--- src/rtl/b64d_pkg.sv ---
// Shared types and codes for the base64 stream decoder.
package b64d_pkg;

  localparam int unsigned LenWidth    = 24;
  localparam int unsigned QueueDepth  = 2;

  localparam logic [1:0] StatusLength  = 2'd0;
  localparam logic [1:0] StatusPad     = 2'd1;
  localparam logic [1:0] StatusInvalid = 2'd2;
  localparam logic [1:0] StatusOverflow = 2'd3;

  typedef struct packed {
    logic [23:0]         word;
    logic [1:0]          nbytes;
    logic                has_status;
    logic [1:0]          status;
    logic [LenWidth-1:0] base_count;
  } job_t;

endpackage

--- src/rtl/base64_stream_decoder_core.sv ---
// Top level of the base64 stream decoder.
// Takes one base64 character per input beat and accepts a new beat every cycle while the
// job queue has room. A character gives zero to four output beats: up to three decoded
// bytes and, at the end of a message, one status beat with tlast set. The output
// sequencer sends one beat per cycle while the receiver is ready, so a character that
// completes a group at the end of a message yields up to four beats; the job queue keeps
// the input flowing in bursts, and output backpressure alone sets the sustained rate.
// The capacity register resets to the largest value and should be written only while idle.
module base64_stream_decoder_core
  import b64d_pkg::*;
#(
  parameter int unsigned QUEUE_DEPTH = QueueDepth
) (
  input  logic                clk,
  input  logic                rst,
  input  logic                cfg_wen,
  input  logic [LenWidth-1:0] cfg_wdata,
  input  logic                s_tvalid,
  output logic                s_tready,
  input  logic [7:0]          s_tdata,   // in_byte
  input  logic                s_tlast,   // in_last
  output logic                m_tvalid,
  input  logic                m_tready,
  output logic [39:0]         m_tdata,   // out_byte, out_status, decoded_length, zero pad
  output logic                m_tuser,   // out_kind
  output logic                m_tlast    // out_last
);

  logic accept;
  logic job_valid;
  job_t job;
  logic full;
  logic pop;
  logic head_valid;
  job_t head_job;

  assign s_tready = !full;
  assign accept   = s_tvalid && s_tready;

  b64d_front u_front (
    .clk       (clk),
    .rst       (rst),
    .cfg_wen   (cfg_wen),
    .cfg_wdata (cfg_wdata),
    .accept    (accept),
    .in_byte   (s_tdata),
    .in_last   (s_tlast),
    .job_valid (job_valid),
    .job       (job)
  );

  b64d_queue #(
    .DEPTH (QUEUE_DEPTH)
  ) u_queue (
    .clk        (clk),
    .rst        (rst),
    .push       (job_valid),
    .push_job   (job),
    .full       (full),
    .pop        (pop),
    .head_valid (head_valid),
    .head_job   (head_job)
  );

  b64d_back u_back (
    .clk       (clk),
    .rst       (rst),
    .job_valid (head_valid),
    .job       (head_job),
    .pop       (pop),
    .m_tvalid  (m_tvalid),
    .m_tready  (m_tready),
    .m_tdata   (m_tdata),
    .m_tuser   (m_tuser),
    .m_tlast   (m_tlast)
  );

endmodule

--- src/rtl/b64d_front.sv ---
// Front end: classify input characters, gather sextets, check capacity, build jobs.
module b64d_front
  import b64d_pkg::*;
(
  input  logic                clk,
  input  logic                rst,
  input  logic                cfg_wen,
  input  logic [LenWidth-1:0] cfg_wdata,
  input  logic                accept,
  input  logic [7:0]          in_byte,
  input  logic                in_last,
  output logic                job_valid,
  output job_t                job
);

  logic [LenWidth-1:0] capacity;
  logic [17:0]         sextet_hold, sextet_hold_next;
  logic [1:0]          held_count, held_count_next;
  logic [LenWidth-1:0] byte_count, byte_count_next;
  logic                draining, draining_next;

  logic        is_sext, is_crlf, is_pad;
  logic [5:0]  sext;
  logic [17:0] hold_shift;
  logic [23:0] word;
  logic [2:0]  n;
  logic        emit;
  logic        ovf;
  logic [1:0]  nbytes;
  logic [1:0]  status;
  logic [LenWidth-1:0] count_after;

  function automatic logic [23:0] left_align(input logic [17:0] h, input logic [1:0] cnt);
    logic [23:0] r;
    unique case (cnt)
      2'd1:    r = {h[5:0], 18'd0};
      2'd2:    r = {h[11:0], 12'd0};
      2'd3:    r = {h, 6'd0};
      default: r = 24'd0;
    endcase
    return r;
  endfunction

  always_comb begin
    is_sext = 1'b1;
    sext    = 6'd0;
    if (in_byte >= 8'h41 && in_byte <= 8'h5a) begin
      sext = 6'(in_byte - 8'h41);
    end else if (in_byte >= 8'h61 && in_byte <= 8'h7a) begin
      sext = 6'(in_byte - 8'h61 + 8'd26);
    end else if (in_byte >= 8'h30 && in_byte <= 8'h39) begin
      sext = 6'(in_byte - 8'h30 + 8'd52);
    end else if (in_byte == 8'h2b) begin
      sext = 6'd62;
    end else if (in_byte == 8'h2f) begin
      sext = 6'd63;
    end else begin
      is_sext = 1'b0;
    end
    is_crlf = (in_byte == 8'h0d) || (in_byte == 8'h0a);
    is_pad  = (in_byte == 8'h3d);
  end

  assign hold_shift = {sextet_hold[11:0], sext};

  always_comb begin
    word = 24'd0;
    n    = 3'd0;
    emit = 1'b0;
    sextet_hold_next = sextet_hold;
    held_count_next  = held_count;
    priority if (draining) begin
      emit = 1'b0;
    end else if (is_sext && held_count == 2'd3) begin
      word = {sextet_hold, sext};
      n    = 3'd4;
      sextet_hold_next = 18'd0;
      held_count_next  = 2'd0;
    end else if (is_sext) begin
      if (in_last) begin
        word = left_align(hold_shift, held_count + 2'd1);
        n    = {1'b0, held_count} + 3'd1;
        emit = 1'b1;
      end else begin
        sextet_hold_next = hold_shift;
        held_count_next  = held_count + 2'd1;
      end
    end else if (is_crlf) begin
      if (in_last) begin
        word = left_align(sextet_hold, held_count);
        n    = {1'b0, held_count};
        emit = 1'b1;
      end
    end else begin
      word = left_align(sextet_hold, held_count);
      n    = {1'b0, held_count};
      emit = 1'b1;
    end

    ovf    = (n != 3'd0) && (({1'b0, byte_count} + 25'd3) > {1'b0, capacity});
    nbytes = (ovf || n == 3'd0) ? 2'd0 : 2'(n - 3'd1);
    if (!draining && n == 3'd4 && (ovf || in_last)) begin
      emit = 1'b1;
    end
    priority if (ovf) begin
      status = StatusOverflow;
    end else if (is_sext || is_crlf) begin
      status = StatusLength;
    end else if (is_pad) begin
      status = StatusPad;
    end else begin
      status = StatusInvalid;
    end
    count_after = byte_count + LenWidth'(nbytes);

    byte_count_next = count_after;
    draining_next   = draining;
    if (draining) begin
      byte_count_next = byte_count;
    end
    if ((draining || emit) && in_last) begin
      sextet_hold_next = 18'd0;
      held_count_next  = 2'd0;
      byte_count_next  = '0;
      draining_next    = 1'b0;
    end else if (emit) begin
      sextet_hold_next = 18'd0;
      held_count_next  = 2'd0;
      draining_next    = 1'b1;
    end
  end

  assign job_valid      = accept && !draining && (nbytes != 2'd0 || emit);
  assign job.word       = word;
  assign job.nbytes     = nbytes;
  assign job.has_status = emit;
  assign job.status     = status;
  assign job.base_count = byte_count;

  always_ff @(posedge clk) begin
    if (rst) begin
      capacity    <= '1;
      sextet_hold <= '0;
      held_count  <= '0;
      byte_count  <= '0;
      draining    <= 1'b0;
    end else begin
      if (cfg_wen) begin
        capacity <= cfg_wdata;
      end
      if (accept) begin
        sextet_hold <= sextet_hold_next;
        held_count  <= held_count_next;
        byte_count  <= byte_count_next;
        draining    <= draining_next;
      end
    end
  end

endmodule

--- src/rtl/b64d_queue.sv ---
// Small job queue between the front end and the output sequencer.
module b64d_queue
  import b64d_pkg::*;
#(
  parameter int unsigned DEPTH = QueueDepth
) (
  input  logic clk,
  input  logic rst,
  input  logic push,
  input  job_t push_job,
  output logic full,
  input  logic pop,
  output logic head_valid,
  output job_t head_job
);

  localparam int unsigned PtrWidth = (DEPTH > 1) ? $clog2(DEPTH) : 1;
  localparam int unsigned CntWidth = $clog2(DEPTH + 1);

  job_t                mem [DEPTH];
  logic [PtrWidth-1:0] wr_ptr, rd_ptr;
  logic [CntWidth-1:0] count;

  assign full       = (count == CntWidth'(DEPTH));
  assign head_valid = (count != '0);
  assign head_job   = mem[rd_ptr];

  always_ff @(posedge clk) begin
    if (push) begin
      mem[wr_ptr] <= push_job;
    end
  end

  always_ff @(posedge clk) begin
    if (rst) begin
      wr_ptr <= '0;
      rd_ptr <= '0;
      count  <= '0;
    end else begin
      if (push) begin
        wr_ptr <= (wr_ptr == PtrWidth'(DEPTH - 1)) ? '0 : wr_ptr + 1'b1;
      end
      if (pop) begin
        rd_ptr <= (rd_ptr == PtrWidth'(DEPTH - 1)) ? '0 : rd_ptr + 1'b1;
      end
      if (push && !pop) begin
        count <= count + 1'b1;
      end else if (pop && !push) begin
        count <= count - 1'b1;
      end
    end
  end

endmodule

--- src/rtl/b64d_back.sv ---
// Back end: expand each job into its data beats and any status beat on the output register.
module b64d_back
  import b64d_pkg::*;
(
  input  logic        clk,
  input  logic        rst,
  input  logic        job_valid,
  input  job_t        job,
  output logic        pop,
  output logic        m_tvalid,
  input  logic        m_tready,
  output logic [39:0] m_tdata,
  output logic        m_tuser,
  output logic        m_tlast
);

  logic [1:0] idx;
  logic       load;
  logic       is_data;
  logic [2:0] total;
  logic       job_done;
  logic [7:0] sel_byte;
  logic [LenWidth-1:0] len;

  assign load     = job_valid && (!m_tvalid || m_tready);
  assign is_data  = (idx < job.nbytes);
  assign total    = {1'b0, job.nbytes} + {2'b00, job.has_status};
  assign job_done = (({1'b0, idx} + 3'd1) == total);
  assign pop      = load && job_done;

  always_comb begin
    unique case (idx)
      2'd0:    sel_byte = job.word[23:16];
      2'd1:    sel_byte = job.word[15:8];
      default: sel_byte = job.word[7:0];
    endcase
    if (is_data) begin
      len = job.base_count + LenWidth'(idx) + LenWidth'(1);
    end else begin
      len = job.base_count + LenWidth'(job.nbytes);
    end
  end

  always_ff @(posedge clk) begin
    if (rst) begin
      idx      <= '0;
      m_tvalid <= 1'b0;
    end else begin
      if (load) begin
        m_tvalid <= 1'b1;
        idx      <= job_done ? 2'd0 : idx + 2'd1;
      end else if (m_tready) begin
        m_tvalid <= 1'b0;
      end
    end
  end

  always_ff @(posedge clk) begin
    if (load) begin
      if (is_data) begin
        m_tdata <= {6'd0, len, StatusLength, sel_byte};
        m_tuser <= 1'b0;
        m_tlast <= 1'b0;
      end else begin
        m_tdata <= {6'd0, len, job.status, 8'd0};
        m_tuser <= 1'b1;
        m_tlast <= 1'b1;
      end
    end
  end

endmodule

--- config.mk ---
export PLATFORM = sky130hd
export DESIGN_NAME = base64_stream_decoder_core
export DESIGN_NICKNAME = d
export VERILOG_FILES = /design/src/rtl/b64d_pkg.sv /design/src/rtl/base64_stream_decoder_core.sv /design/src/rtl/b64d_front.sv /design/src/rtl/b64d_queue.sv /design/src/rtl/b64d_back.sv
export SDC_FILE = /design/constraint.sdc
export NUM_CORES = 1
export LEC_CHECK = 0
export BUFFER_PORTS_ARGS = -buffer_cell sky130_fd_sc_hd__buf_2
export CORE_MARGIN = 2
export CORE_UTILIZATION = 40
export DETAILED_ROUTE_END_ITERATION = 6
export GPL_ROUTABILITY_DRIVEN = 0
export MAX_ROUTING_LAYER = met4
export PLACE_DENSITY = 0.65
export SYNTH_ARGS = -nofsm -noshare
export SYNTH_HDL_FRONTEND = slang
export SYNTH_HIERARCHICAL = 1
export SYNTH_SLANG_ARGS = --single-unit
export TNS_END_PERCENT = 10
--- constraint.sdc ---
create_clock -name clk -period 8.62 [get_ports clk]
set_clock_uncertainty 0.2 [all_clocks]
set_input_delay 0 -clock clk [delete_from_list [all_inputs] [get_ports clk]]
set_output_delay 0 -clock clk [all_outputs]
set_load 0.01 [all_outputs]
## After elaboration in Yosys (flattened, before gate mapping)

Memories as Yosys holds them, arrays and structs flattened. A register that Yosys moved wholly into a read port is not among the register bits.
Cells that the tools add are included.

- Register bits after elaboration: 117
- Latch bits: 0
- RAM bits: 106
- Memory bits (read-only): 0
- Input bits: 38
- Output and inout port bits: 44
- Word-level logic and storage cells: 164
- Memories: 1

Memories:

| memory | words | width | rd ports | clocked after Yosys merged registers in | wr ports | line | RTL |
|---|---|---|---|---|---|---|---|
| u_queue.mem | 2 | 53 | 1 | 1 | 1 | b64d_queue.sv:20 | `job_t mem [DEPTH];` |

- Add/subtract/negate cells: 20
- Multiply operators: 0
- Div/mod/pow operators: 0
- $lt $le $gt $ge: 8
- Equality and inequality tests: 18
- Shifts and indexed selects: 0
- Multiplexer cells: 64
- Bitwise operators: 0
- Reductions and logical operators: 39

Operators by type and width:

| cell | number |
|---|---|
| 2-to-1 mux 24 bit | 9 |
| one-hot mux 24 bit (3 select lines) | 2 |
| 2-to-1 mux 18 bit | 6 |
| adder 24 x 2 -> 24 bit | 3 |
| 2-to-1 mux 2 bit | 15 |
| 2-to-1 mux 6 bit | 5 |
| adder 24 x 2 -> 25 bit (second input constant) | 1 |
| > comparator 25 x 24 -> 1 bit | 1 |
| adder 24 x 1 -> 24 bit (second input constant) | 1 |
| == test 8 x 6 -> 1 bit (second input constant) | 3 |
| 2-to-1 mux 1 bit | 22 |
| == test 8 x 4 -> 1 bit (second input constant) | 2 |
| greater-or-equal comparator 8 x 7 -> 1 bit (second input constant) | 2 |
| <= comparator 8 x 7 -> 1 bit (second input constant) | 2 |
| one-hot mux 8 bit (2 select lines) | 1 |
| logical AND 1 bit | 15 |
| 2-to-1 mux 3 bit | 4 |
| subtractor 6 bit (second input constant) | 2 |
| == test 2 bit (second input constant) | 5 |
| nonzero test 2 bit | 5 |
| greater-or-equal comparator 8 x 6 -> 1 bit (second input constant) | 1 |
| <= comparator 8 x 6 -> 1 bit (second input constant) | 1 |
| logical OR 1 bit | 7 |
| adder 2 x 1 -> 2 bit (second input constant) | 3 |
| other kinds (21) | 31 |

## Longest topological paths before layout

Gate-level depths: netlist of the first run.

- Depth in word-level cells: 20
- Gate-level depth with buffers: 26
- Gate-level depth less buffers: 25

## Hierarchy

Netlist of the first run, hierarchy kept.

Modules (own cells, without submodules):

| module | instances | cells each | area each (sq um) | seq. area each (sq um) |
|---|---|---|---|---|
| b64d_front | 1 | 648 | 5201.2 | 1381.3 |
| b64d_queue | 1 | 187 | 4051.4 | 3283.1 |
| b64d_back | 1 | 183 | 2165.8 | 1111.1 |
| base64_stream_decoder_core | 1 | 2 | 10.0 | 0.0 |

## Least setup slack after synthesis of the first run

OpenSTA, ideal clock, no wires.

- Kind: flip-flop to flip-flop
- From: register u_front.byte_count[4]
- To: memory u_queue/mem[0][0] (netlist name), enable pin
- Setup time: 0.470 ns
- Arrival: 5.852 ns
- Required time: 7.950 ns
- Path slack: 2.097 ns
- Stages on the path, launching flop included: 19
- Buffers on the path: 1
- Clock period less this slack: 6.523 ns
- Cell sequence: dfxtp_1 -> clkbuf_1 -> nand4_1 -> nor2_1 -> nand3_1 -> nor2_1 -> and3_1 -> nand3_1 -> xnor2_1 -> ha_1 -> nand4_1 -> nor4_1 -> nand2_1 -> nor4_1 -> o21bai_1 -> o21ai_0 -> nand2b_1 -> o22ai_1 -> nor2b_1

- Longest elaborated chain between the ends: 10
- Elaborated cells between the ends (all ways): 13
- Those cells by class: 1 x add/sub; 1 x order compare; 4 x mux; 7 x reduce/logical

RTL lines:

| what | line | RTL |
|---|---|---|
| from (decl) | b64d_front.sv:19 | `logic [LenWidth-1:0] byte_count, byte_count_next;` |
| from (signal assigned) | b64d_front.sv:154 | `byte_count <= byte_count_next;` |
| adder 24 x 2 -> 25 bit (*) | b64d_front.sv:100 | `ovf = (n != 3'd0) && (({1'b0, byte_count} + 25'd3) > {1'b0, capacity});` |
| > comparator 25 x 24 -> 1 bit (*) | b64d_front.sv:100 |  |
| logical AND 1 bit (*) | b64d_front.sv:100 |  |
| logical OR 1 bit (on tied branches) | b64d_front.sv:101, b64d_front.sv:102 |  |
| 2-to-1 mux 2 bit or logical AND 1 bit (tied branches) | b64d_front.sv:101, b64d_front.sv:102 |  |
| nonzero test 2 bit or 2-to-1 mux 1 bit (tied branches) | b64d_front.sv:133, b64d_front.sv:102 |  |
| logical OR 1 bit (*) | b64d_front.sv:133 | `assign job_valid = accept && !draining && (nbytes != 2'd0 \|\| emit);` |
| logical AND 1 bit (*) | b64d_front.sv:133 |  |
| named net job_valid | base64_stream_decoder_core.sv:30 | `logic job_valid;` |
| 2-to-1 mux 1 bit (*) | b64d_queue.sv:29 | `if (push) begin` |
| 2-to-1 mux 1 bit (not written as such) (*) | b64d_queue.sv:30 | `mem[wr_ptr] <= push_job;` |
| to (decl) | b64d_queue.sv:20 |  |

Mark *: on every way through the listed nets, which the timed path passes. The rest lies on a longest branch.

==> impl_results.md, run 1 <==
- Iter 0 DRT Violations: 529
- Final-report hold violation count: 0
- Count of unique library cells instantiated by Yosys: 89
- Maximum resistive drop on vdd: 145.8 µV
- Total negative slack: 0 ns
- Switching component of the power: 895.2 µW
- Kind of start point of the critical path: register
- Post-DP HPWL: 16,770 µm
- Via-to-Cell Ratio: 5.226
- CTS clk-pin slew, worst paths: 0.06 ns
- Worst slack on hold paths: 0.01698 ns
- Met2 global-route usage: 24.57%
- Max Cap Violations: 0
- CTS Hold Bufs: 78
- Number of buffers inserted by post-CTS setup repair: 0
- Placed inst area: 12,020 µm²
- Number of inserted filler cells in the final layout: 2,590
- Area taken by flip-flops and latches: 5777 µm²
- Via count of the first global-routing pass: 7,794
- Area taken by multi-input logic gates: 5145 µm²
- CP max FO: 8
- Sequential cell fraction of total power: 44.6%
- Post-synthesis register bit count: 218
- Combined area of all synthesized cells: 11,430 µm²
- Final core area utilization: 48.32%
- Async set-reset flop share out of synthesis: 0%
- Arrival time of data at the critical path endpoint: 6.58 ns
- Cell at the root of the clock tree: clkbuf_16
- Number of setup violations in the final report: 0
- Number of antenna violations at the first check in global routing: 0
- Average routed wire per standard cell: 15.85 µm
- Port Buffers: 75
- Int Pwr: 2.194 mW
- Leakage power figure: 5.122 nW
- Number of buffers on the longest clock path: 3
- Max Freq: 0.1570 GHz
- Number of antenna repair diodes: 0
- DRT Wirelength: 24,510 µm
- Unrepaired setup endpoints after global routing: false
- Crit Path Category: reg2reg
- Fraction of power spent switching nets: 28.98%
- Maximum number of pins on one net before global-route repair: 54
- Critical Path End Type: register
- Final Max Slew Viols: 0
- TritonCTS Buffers: 23
- Result of the run: finished clean
- Clock network fraction of design power: 29.8%
- Number of enable-type register cells in the synthesized netlist: 141
- Number of core rows: 61
- Met1 Resource Use GR: 24.08%
- Vias: 8,080
- Clock Sinks: 218
- Count of instances resized after the clock tree is built: 0
- Average footprint of a synthesized cell: 11.20 µm²
- Combinational group share of total power: 25.6%
- Met3 Resource Use GR: 2.001%
- Measured slew at the worst slew-check pin: 0.9238 ns
- Vertical extent of the die: 173.0 µm
- Net count, final: 1,248
- Top library cells by usage in the layout, fill and taps aside: edfxtp_1 (141), nand2_1 (95), dlygate4sd3_1 (78)
- Area of the die: 29,940 µm²
- Remaining global-route overflow: 0
- Worst max-slew margin expressed relative to the limit: 38.42%
- Routing layer with the top usage in global route: met2
- Clk Latency, worst-skew pair: 0.49 ns
- Total non-filler cell area in the finished layout: 13,500 µm²
- Remaining DRCs: 0
- Growth of design area from synthesis to finish: 18.10%
- Effective utilization at floorplan: 40.91%
- Ports placed on the boundary: 82
- Leading register cell type out of synthesis: edfxtp_1
- Req. time, crit path: 8.83 ns
- Hold Crit Class: in2reg
- Sequential element share of the synthesized area: 50.54%
- Clock period minus worst slack: 6.371 ns
- Synthesized instance count: 1,020
- Synth warnings: 6
- TritonRoute pass-1 iters: 5
- Fraction of layout instances using a drive strength above 1: 17.72%
- Pwr dens: 228.9 nW/µm²
- Horizontal extent of the die: 173.0 µm
- H-tree lvl count: 1
- Most common cell after layout, fill and taps aside: edfxtp_1
- Area of the core: 27,930 µm²
- Number of nets still failing antenna checks after routing: 0
- First-pass GRT wire length: 40,160 µm
- Share of the cycle needed by the critical path after routing: 73.91%
- GRT Util Overall: 16.53%
- CTS tree: built
-- cell usage after synthesis, types with 5 or more instances --
| master | count | share of area (%) |
|---|---|---|
| edfxtp_1 | 141 | 37 |
| nand2_1 | 95 | 3.1 |
| dfxtp_1 | 77 | 13 |
| nor2_1 | 68 | 2.2 |
| ha_1 | 54 | 5.9 |
| inv_1 | 53 | 1.7 |
| mux2_2 | 53 | 5.2 |
| xnor2_1 | 42 | 3.2 |
| a21oi_1 | 38 | 1.7 |
| nand3_1 | 36 | 1.6 |
| xor2_1 | 32 | 2.5 |
| o211ai_1 | 26 | 1.7 |
| clkbuf_1 | 25 | 0.82 |
| o21ai_0 | 22 | 0.96 |
| a22o_1 | 20 | 1.5 |
| a22oi_1 | 17 | 1.1 |
| nor2b_1 | 16 | 0.88 |
| and3_1 | 13 | 0.71 |
| nand4_1 | 12 | 0.66 |
| buf_6 | 11 | 1.1 |
| nor3_1 | 11 | 0.48 |
| a222oi_1 | 8 | 0.70 |
| and2_1 | 8 | 0.44 |
| buf_2 | 8 | 0.35 |
| buf_4 | 8 | 0.53 |
| nand2b_1 | 6 | 0.33 |
| nor4_1 | 6 | 0.33 |
| a211oi_1 | 5 | 0.33 |
| a21o_1 | 5 | 0.33 |
| a31oi_1 | 5 | 0.27 |
| nor3_2 | 5 | 0.44 |
| nor4_2 | 5 | 0.55 |
| or3_1 | 5 | 0.27 |
-- power groups by stage --
stage	Clock, mW	Sequential [mW]	Combinational [mW]
floorplan	0	1.43	0.525
global placement	0	1.40	0.759
detailed placement	0	1.40	0.765
CTS	0.943	1.38	0.799
global route	0.985	1.40	0.870
finish	0.921	1.38	0.790
-- cell families after synthesis --
kind of cell | synth area share [%]
AOI/OAI and AO/OA | 12.70
xor gates and xnor gates | 5.813
muxes | 5.616
DFF | 50.54
adders and majority gates | 6.438
other | 0.03281
and+or+nand+nor | 14.15
buffers and inverters | 4.719
-- worst max-delay path, cell delays in order (launching register included) --
cell,delay [ns]
dfxtp_1,0.46
inv_1,0.08
ha_1,0.24
nor2_1,0.18
nand3_1,0.16
nor2_1,0.33
and2_1,0.26
nand3_1,0.11
xnor2_1,0.15
ha_1,0.30
nand4_1,0.12
nor4_1,0.33
nand2_1,0.12
nor4_1,0.21
o21bai_1,0.14
o21ai_0,0.20
nand2b_1,0.25
nor2_1,0.17
ha_1,0.19
inv_1,0.06
fa_1,0.43
nor4_1,0.56
nor2b_1,0.40
nand2_1,0.16
or3_1,0.32
a21oi_1,0.15
-- final timing paths --
check / cells past startpoint / to / slack, ns / start
worst max-delay path: 25 / u_front/byte_count[18] / 2.25 / u_front/byte_count[0]
worst min-delay path: 3 / u_queue/mem[1][32] / 0.02 / s_tdata[3]
worst max register to register: 25 / u_front/byte_count[18] / 2.25 / u_front/byte_count[0]
worst min register to register: 1 / u_front/sextet_hold[15] / 0.29 / u_front/sextet_hold[15]
-- flip-flops by register name, summed over array words and instances (netlist names), named ones only --
name	cells
u_back/m_tvalid	1
u_front/held_count	2
u_back/m_tdata	34
u_front/draining	1
u_back/idx	2
u_back/m_tlast	1
u_queue/mem	106
u_front/byte_count	24
u_queue/count	2
u_queue/wr_ptr	1
u_front/sextet_hold	18
u_queue/rd_ptr	1
u_front/capacity	24
-- routing by layer --
layer  wire length (µm)  up-vias
li1                   -     3978
met4                349        0
met1              12270     3857
met2              10750      220
met3               1143       25
met5                  0        -
-- stage by stage --
stage | std cells | setup slack [ns] | power [mW]
2_1_floorplan | 1025 | 2.097 | 1.959
3_3_place_gp | 1428 | 2.438 | 2.159
3_5_place_dp | 1428 | 2.251 | 2.168
4_1_cts | 1546 | 2.241 | 3.123
5_1_grt | 1546 | 1.698 | 3.250
6_report | 1546 | 2.249 | 3.089
-- final cells by class --
| class | instances | area share [%] |
|---|---|---|
| Clock buffer | 31 | 4.487 |
| Clock inverter | 9 | 0.6582 |
| Inverter | 55 | 1.530 |
| Multi-Input combinational cell | 696 | 38.12 |
| Sequential cell | 218 | 42.80 |
| Tap cell | 378 | 3.504 |
| Timing Repair Buffer | 159 | 8.900 |
(Power assumes the default switching activity.)
==> inputs of run 2 (changes only) <==
Settings changed: PLACE_DENSITY 0.65 to 0.67.
Clock period 8.62 ns to 5.3 ns, I/O delays scaled along.
==> run 2 against run 1 <==
Global-route usage increased by 0.64 points. Hold slack improved by 0.054 ns. Wire length increased by 4.4%. Die area unchanged. Register-to-register slack got worse by 2.0 ns. Cell count increased by 4.2%. Sequential share of layout area decreased by 1.9 points. Clock power increased by 74%. Total power increased by 66%. Flip-flop and latch count unchanged. Clock-buffer cell count unchanged. Via count increased by 2.5%. Critical path type unchanged. Largest cell class unchanged. Highest routed layer unchanged.
==> impl_results.md, run 2 (synthesis gave the netlist of run 1 again) <==
- Int Pwr: 3.647 mW (+66%)
- Growth of design area from synthesis to finish: 23.65%
- Port Buffers: 75 (unchanged)
- Clock period minus worst slack: 5.051 ns (-1.320 ns)
- Max Cap Violations: 0 (unchanged)
- Maximum resistive drop on vdd: 203.3 µV (+39%)
- Remaining global-route overflow: 0 (unchanged)
- TritonRoute pass-1 iters: 7 (+2)
- Worst slack on hold paths: 0.07065 ns (+0.05366 ns)
- Req. time, crit path: 5.53 ns (-3.30 ns)
- Worst max-slew margin expressed relative to the limit: 41.90% (+3.5 points)
- Via-to-Cell Ratio: 5.140 (-1.6%)
- Number of core rows: 61 (unchanged)
- Final-report hold violation count: 0 (unchanged)
- Clock Sinks: 218 (unchanged)
- H-tree lvl count: 1 (unchanged)
- Most common cell after layout, fill and taps aside: edfxtp_1
- Area of the die: 29,940 µm² (unchanged)
- Iter 0 DRT Violations: 667 (+26%)
- Share of the cycle needed by the critical path after routing: 95.31% (+21 points)
- Vias: 8,281 (+2.5%)
- Top library cells by usage in the layout, fill and taps aside: edfxtp_1 (141), nand2_1 (95), dlygate4sd3_1 (80)
- Total negative slack: 0 ns (unchanged)
- Via count of the first global-routing pass: 8,022 (+2.9%)
- Measured slew at the worst slew-check pin: 0.8638 ns (-0.05997 ns)
- GRT Util Overall: 17.17% (+0.64 points)
- First-pass GRT wire length: 41,450 µm (+3.2%)
- Vertical extent of the die: 173.0 µm (unchanged)
- CTS clk-pin slew, worst paths: 0.06 ns (about the same)
- Largest registers: u_queue/mem x106, u_back/m_tdata x34
- Kind of start point of the critical path: register
- Pwr dens: 363.2 nW/µm² (+59%)
- Crit Path Category: reg2reg
- Cell at the root of the clock tree: clkbuf_16
- Register with the most flip-flops: u_queue/mem
- Final core area utilization: 50.59% (+2.3 points)
- Dpl ws: -0.2223 ns (-2.473 ns)
- Result of the run: finished clean
- Average routed wire per standard cell: 15.88 µm (+0.15%)
- Combinational group share of total power: 25.1% (-0.5 points)
- Clk Latency, worst-skew pair: 0.52 ns (+0.03 ns)
- Area of the core: 27,930 µm² (unchanged)
- Number of antenna repair diodes: 0 (unchanged)
- Horizontal extent of the die: 173.0 µm (unchanged)
- Arrival time of data at the critical path endpoint: 5.28 ns (-1.30 ns)
- Critical Path End Type: register
- Number of setup violations in the final report: 0 (unchanged)
- Clock network fraction of design power: 31.1% (+1.3 points)
- CP max FO: 5 (-3)
- CTS tree: built
- Max Freq: 0.1980 GHz (+26%)
- Switching component of the power: 1.485 mW (+66%)
- Sequential cell fraction of total power: 43.7% (-0.9 points)
- Remaining DRCs: 0 (unchanged)
- Net count, final: 1,311 (+5.0%)
- Number of antenna violations at the first check in global routing: 0 (unchanged)
- Ports placed on the boundary: 82 (unchanged)
- Number of nets still failing antenna checks after routing: 0 (unchanged)
- Number of buffers on the longest clock path: 3 (unchanged)
- Maximum number of pins on one net before global-route repair: 49 (-9.3%)
- Fraction of layout instances using a drive strength above 1: 24.01% (+6.3 points)
- TritonCTS Buffers: 23 (unchanged)
- Final Max Slew Viols: 0 (unchanged)
- Fraction of power spent switching nets: 28.94% (-0.038 points)
- Max reg flops: 106 (unchanged)
- Post-DP HPWL: 17,520 µm (+4.5%)
- Hold Crit Class: in2reg
- DRT Wirelength: 25,580 µm (+4.4%)
- Post-route setup slack: 0.2487 ns (-2.000 ns)
- Effective utilization at floorplan: 40.91% (unchanged)
- Leakage power figure: 5.496 nW (+7.3%)
-- run 2: cell type report --
cell class | count | area (µm²)
fillers | 2502 | 13800
clock inverters | 11 | 121.4
well taps | 378 | 473.0
multi-input cells | 696 | 5228
flip-flops and latches | 218 | 5778
repair buffers | 222 | 1679
clock buffers | 31 | 645.6
inverters | 55 | 206.4
-- run 2: final timing paths --
check	from	endpoint	slack, ns	depth (start not counted)
worst min-delay path	s_tdata[7]	u_queue/mem[0][25]	0.07	5
worst min register to register	u_front/sextet_hold[15]	u_front/sextet_hold[15]	0.30	1
worst max-delay path	u_front/byte_count[6]	u_front/byte_count[18]	0.25	25
worst max register to register	u_front/byte_count[6]	u_front/byte_count[18]	0.25	25
-- run 2: power groups by stage --
stage | combinational (mW) | sequential, mW | clock [mW]
6_report | 1.29 | 2.24 | 1.60
5_1_grt | 1.42 | 2.28 | 1.70
2_1_floorplan | 0.857 | 2.33 | 0
3_3_place_gp | 1.23 | 2.28 | 0
3_5_place_dp | 1.25 | 2.28 | 0
4_1_cts | 1.30 | 2.25 | 1.64
-- run 2: stage by stage --
step                      cell area [µm²]  power [mW]  std cells
final                               14130       5.132       1611
after global routing                14130       5.400       1611
after CTS                           14070       5.187       1611
after detailed placement            12480       3.530       1489
after global placement              12480       3.504       1489
after floorplan                     11460       3.183       1025
-- run 2: routing by layer --
layer | track usage [%] | vias to the layer above | part of all wire (%)
met5 | - | - | 0
met4 | 4.096 | 0 | 1.2
met3 | 2.353 | 19 | 5.7
met2 | 26.10 | 248 | 44
met1 | 24.33 | 3913 | 49
li1 | - | 4101 | -
-- run 2: repair_timing --
item	in CTS	in global routing
cloned	0	0
endpoints found under the hold margin	41	0
hold buffers	80	0
gates resized for setup	8	14
setup buffers	0	0
pin swaps	3	3
setup endpoints to repair	7	14
-- run 2: worst max-delay path, cell delays in order, from the launching register on --
cell and delay (ns):
dfxtp_1 0.33, nand4_1 0.18, nor2_2 0.18, nand3_1 0.12, nor2_2 0.15, and3_4 0.21, nand3_1 0.10, xnor2_1 0.15
ha_1 0.30, nand4_1 0.19, nor4_4 0.22, nand2_1 0.11, nor4_1 0.21, o21bai_1 0.15, o21ai_1 0.12, nand2b_4 0.16
nor2_2 0.12, ha_1 0.19, inv_1 0.06, fa_2 0.39, nor4_2 0.23, buf_4 0.16, nor2b_4 0.19, nand2_1 0.08
or3_1 0.30, a21oi_1 0.14
==> inputs of run 3 (changes only) <==
Settings changed: PLACE_DENSITY 0.67 to 0.69.
==> run 3 against run 2 <==
Critical path depth grew 1. Sequential share of layout area increased by 0.14 points. Utilization down 0.13 points. Wire length up 0.53%. Clock-buffer cell count fell by 5. Via count rose by 0.16%. Highest routed layer unchanged.
==> impl_results.md, run 3 (synthesis gave the netlist of run 1 again) <==
- TritonCTS Buffers: 23 (unchanged)
- Register with the most flip-flops: u_queue/mem
- Internal reg-to-reg setup slack: 0.30 ns (+0.06 ns)
- Measured slew at the worst slew-check pin: 0.8479 ns (-0.01591 ns)
- Leakage power figure: 5.463 nW (-0.61%)
- Ports placed on the boundary: 82 (unchanged)
- Clock period minus worst slack: 4.995 ns (-0.05604 ns)
- Max reg flops: 106 (unchanged)
- Area of the core: 27,930 µm² (unchanged)
- Final-report hold violation count: 0 (unchanged)
- TritonRoute pass-1 iters: 5 (-2)
- Result of the run: finished clean
- Setup crit end: u_front/byte_count[18]
- Final std cells w/o fill: 1,605 (-0.37%)
- Path depth of the worst reg2reg path: 26 (+4.0%)
- Average routed wire per standard cell: 16.02 µm (+0.91%)
- Maximum number of pins on one net before global-route repair: 54 (+10%)
- Crit Path Category: reg2reg
- Post-DP HPWL: 17,360 µm (-0.91%)
- Share of the cycle needed by the critical path after routing: 94.25% (-1.1 points)
- Growth of design area from synthesis to finish: 23.33%
- Critical Path End Type: register
- Port Buffers: 75 (unchanged)
- Final Max Slew Viols: 0 (unchanged)
- Number of buffers on the longest clock path: 3 (unchanged)
- Critical R2R Capture: u_front/byte_count[18]
- Top library cells by usage in the layout, fill and taps aside: edfxtp_1 (141), nand2_1 (95), dlygate4sd3_1 (81)
- CP max FO: 4 (-1)
- Number of antenna violations at the first check in global routing: 1 (+1)
- # placed instances: 1,479 (-0.67%)
- CTS clk-pin slew, worst paths: 0.06 ns (about the same)
- Number of nets still failing antenna checks after routing: 0 (unchanged)
- Number of buffer and inverter stages on the critical path: 3 (+1)
- Longest individual stage delay on the worst path: 0.39 ns (about the same)
- DRT Wirelength: 25,710 µm (+0.53%)
- Most common cell after layout, fill and taps aside: edfxtp_1
- Via-to-Cell Ratio: 5.168 (+0.53%)
- Iter 0 DRT Violations: 594 (-11%)
- Max Cap Violations: 0 (unchanged)
- Net count, final: 1,304 (-0.53%)
- Arrival time of data at the critical path endpoint: 5.22 ns (-0.06 ns)
- Hold Crit Class: in2reg
- Remaining DRCs: 0 (unchanged)
- CTS tree: built
- GRT Util Overall: 17.42% (+0.25 points)
- Area of the die: 29,940 µm² (unchanged)
- Via count of the first global-routing pass: 8,278 (+3.2%)
- Fraction of layout instances using a drive strength above 1: 23.98% (-0.026 points)
- Remaining global-route overflow: 0 (unchanged)
- Reg2reg start: u_front/byte_count[0]
- Worst max-slew margin expressed relative to the limit: 42.97% (+1.1 points)
- Number of setup violations in the final report: 0 (unchanged)
- Effective utilization at floorplan: 40.91% (unchanged)
- Maximum resistive drop on vdd: 281.0 µV (+38%)
- Largest registers: u_queue/mem x106, u_back/m_tdata x34
- Slowest cell on the critical path: fa_2
- Req. time, crit path: 5.52 ns (about the same)
- Vias: 8,294 (+0.16%)
- Depth of the critical timing path with buffers and inverters included: 26 (+4.0%)
- Clock Sinks: 218 (unchanged)
- Worst slack on hold paths: 0.06739 ns (-0.003256 ns)
- Startpoint of the most critical setup path: u_front/byte_count[0]
- First-pass GRT wire length: 42,300 µm (+2.1%)
- Crit-path leading delay family: simple AND/OR/NAND/NOR gates
- Max Freq: 0.2002 GHz (+1.1%)
- Cell at the root of the clock tree: clkbuf_16
- Kind of start point of the critical path: register
- Cell repeated most along the worst path: nor2_2
- Horizontal extent of the die: 173.0 µm (unchanged)
- H-tree lvl count: 1 (unchanged)
- Clk Latency, worst-skew pair: 0.51 ns (about the same)
- Number of core rows: 61 (unchanged)
- Vertical extent of the die: 173.0 µm (unchanged)
- Pwr dens: 364.1 nW/µm² (+0.25%)
-- run 3: timing repair --
| action | CTS | global route |
|---|---|---|
| buffers inserted | 0 | 2 |
| resized for setup | 8 | 19 |
| hold endpoints to repair | 41 | 0 |
| hold buffers | 81 | 0 |
| pin swaps | 2 | 5 |
| setup endpoints to repair | 6 | 15 |
-- run 3: area by class of cell --
cell class | instances | area (µm²)
antenna | 1 | 2.502
clock buffer | 26 | 596.8
clock inverter | 16 | 158.9
fill | 2462 | 13840
inverter | 55 | 206.4
multi-input combinational | 696 | 5220
sequential | 218 | 5783
tap | 378 | 473.0
timing repair buffer | 215 | 1654
-- run 3: worst min-delay path: cells and delay by family --
family	cells	cell delay, ns
AO/OA/AOI/OAI	2	0.45
buffers and inverters	2	0.25
-- run 3: how the worst min path moves through the flow --
stage	startpoint	to	slack [ns]	cells after the start
after floorplan	rst	u_back/m_tvalid	-0.13	1
after global placement	cfg_wdata[0]	u_front/capacity[0]	0.02	3
after detailed placement	cfg_wdata[23]	u_front/capacity[23]	0.02	3
after CTS	s_tdata[4]	u_front/sextet_hold[4]	0.03	4
after global routing	s_tdata[4]	u_front/sextet_hold[4]	0.06	4
final	s_tdata[4]	u_front/sextet_hold[4]	0.07	4
-- run 3: per-layer routing --
metal	track usage, %	up-vias	wire length [µm]
li1	-	4099	-
met1	24.30	3941	12480
met5	-	-	0
met2	26.67	219	11490
met4	4.873	0	490
met3	2.309	35	1253
-- run 3: through the flow --
step | util, % | power [mW] | TNS (ns) | instance area, µm² | worst slack, ns
after floorplan | - | 3.183 | -4.307 | 11460 | -0.1665
after global placement | 44.49 | 3.515 | -0.03322 | 12430 | -0.03322
after detailed placement | 44.49 | 3.544 | -0.6038 | 12430 | -0.2339
after CTS | 50.19 | 5.179 | 0 | 14020 | 0.003457
after global routing | 50.46 | 5.407 | -0.02897 | 14090 | -0.02579
final | 50.46 | 5.132 | 0 | 14090 | 0.3048
-- run 3: power breakdown --
part / total [mW] / switching, mW / internal [mW]
logic: 1.30 / 0.772 / 0.530
registers: 2.25 / 0.0853 / 2.16
clock network: 1.58 / 0.660 / 0.921
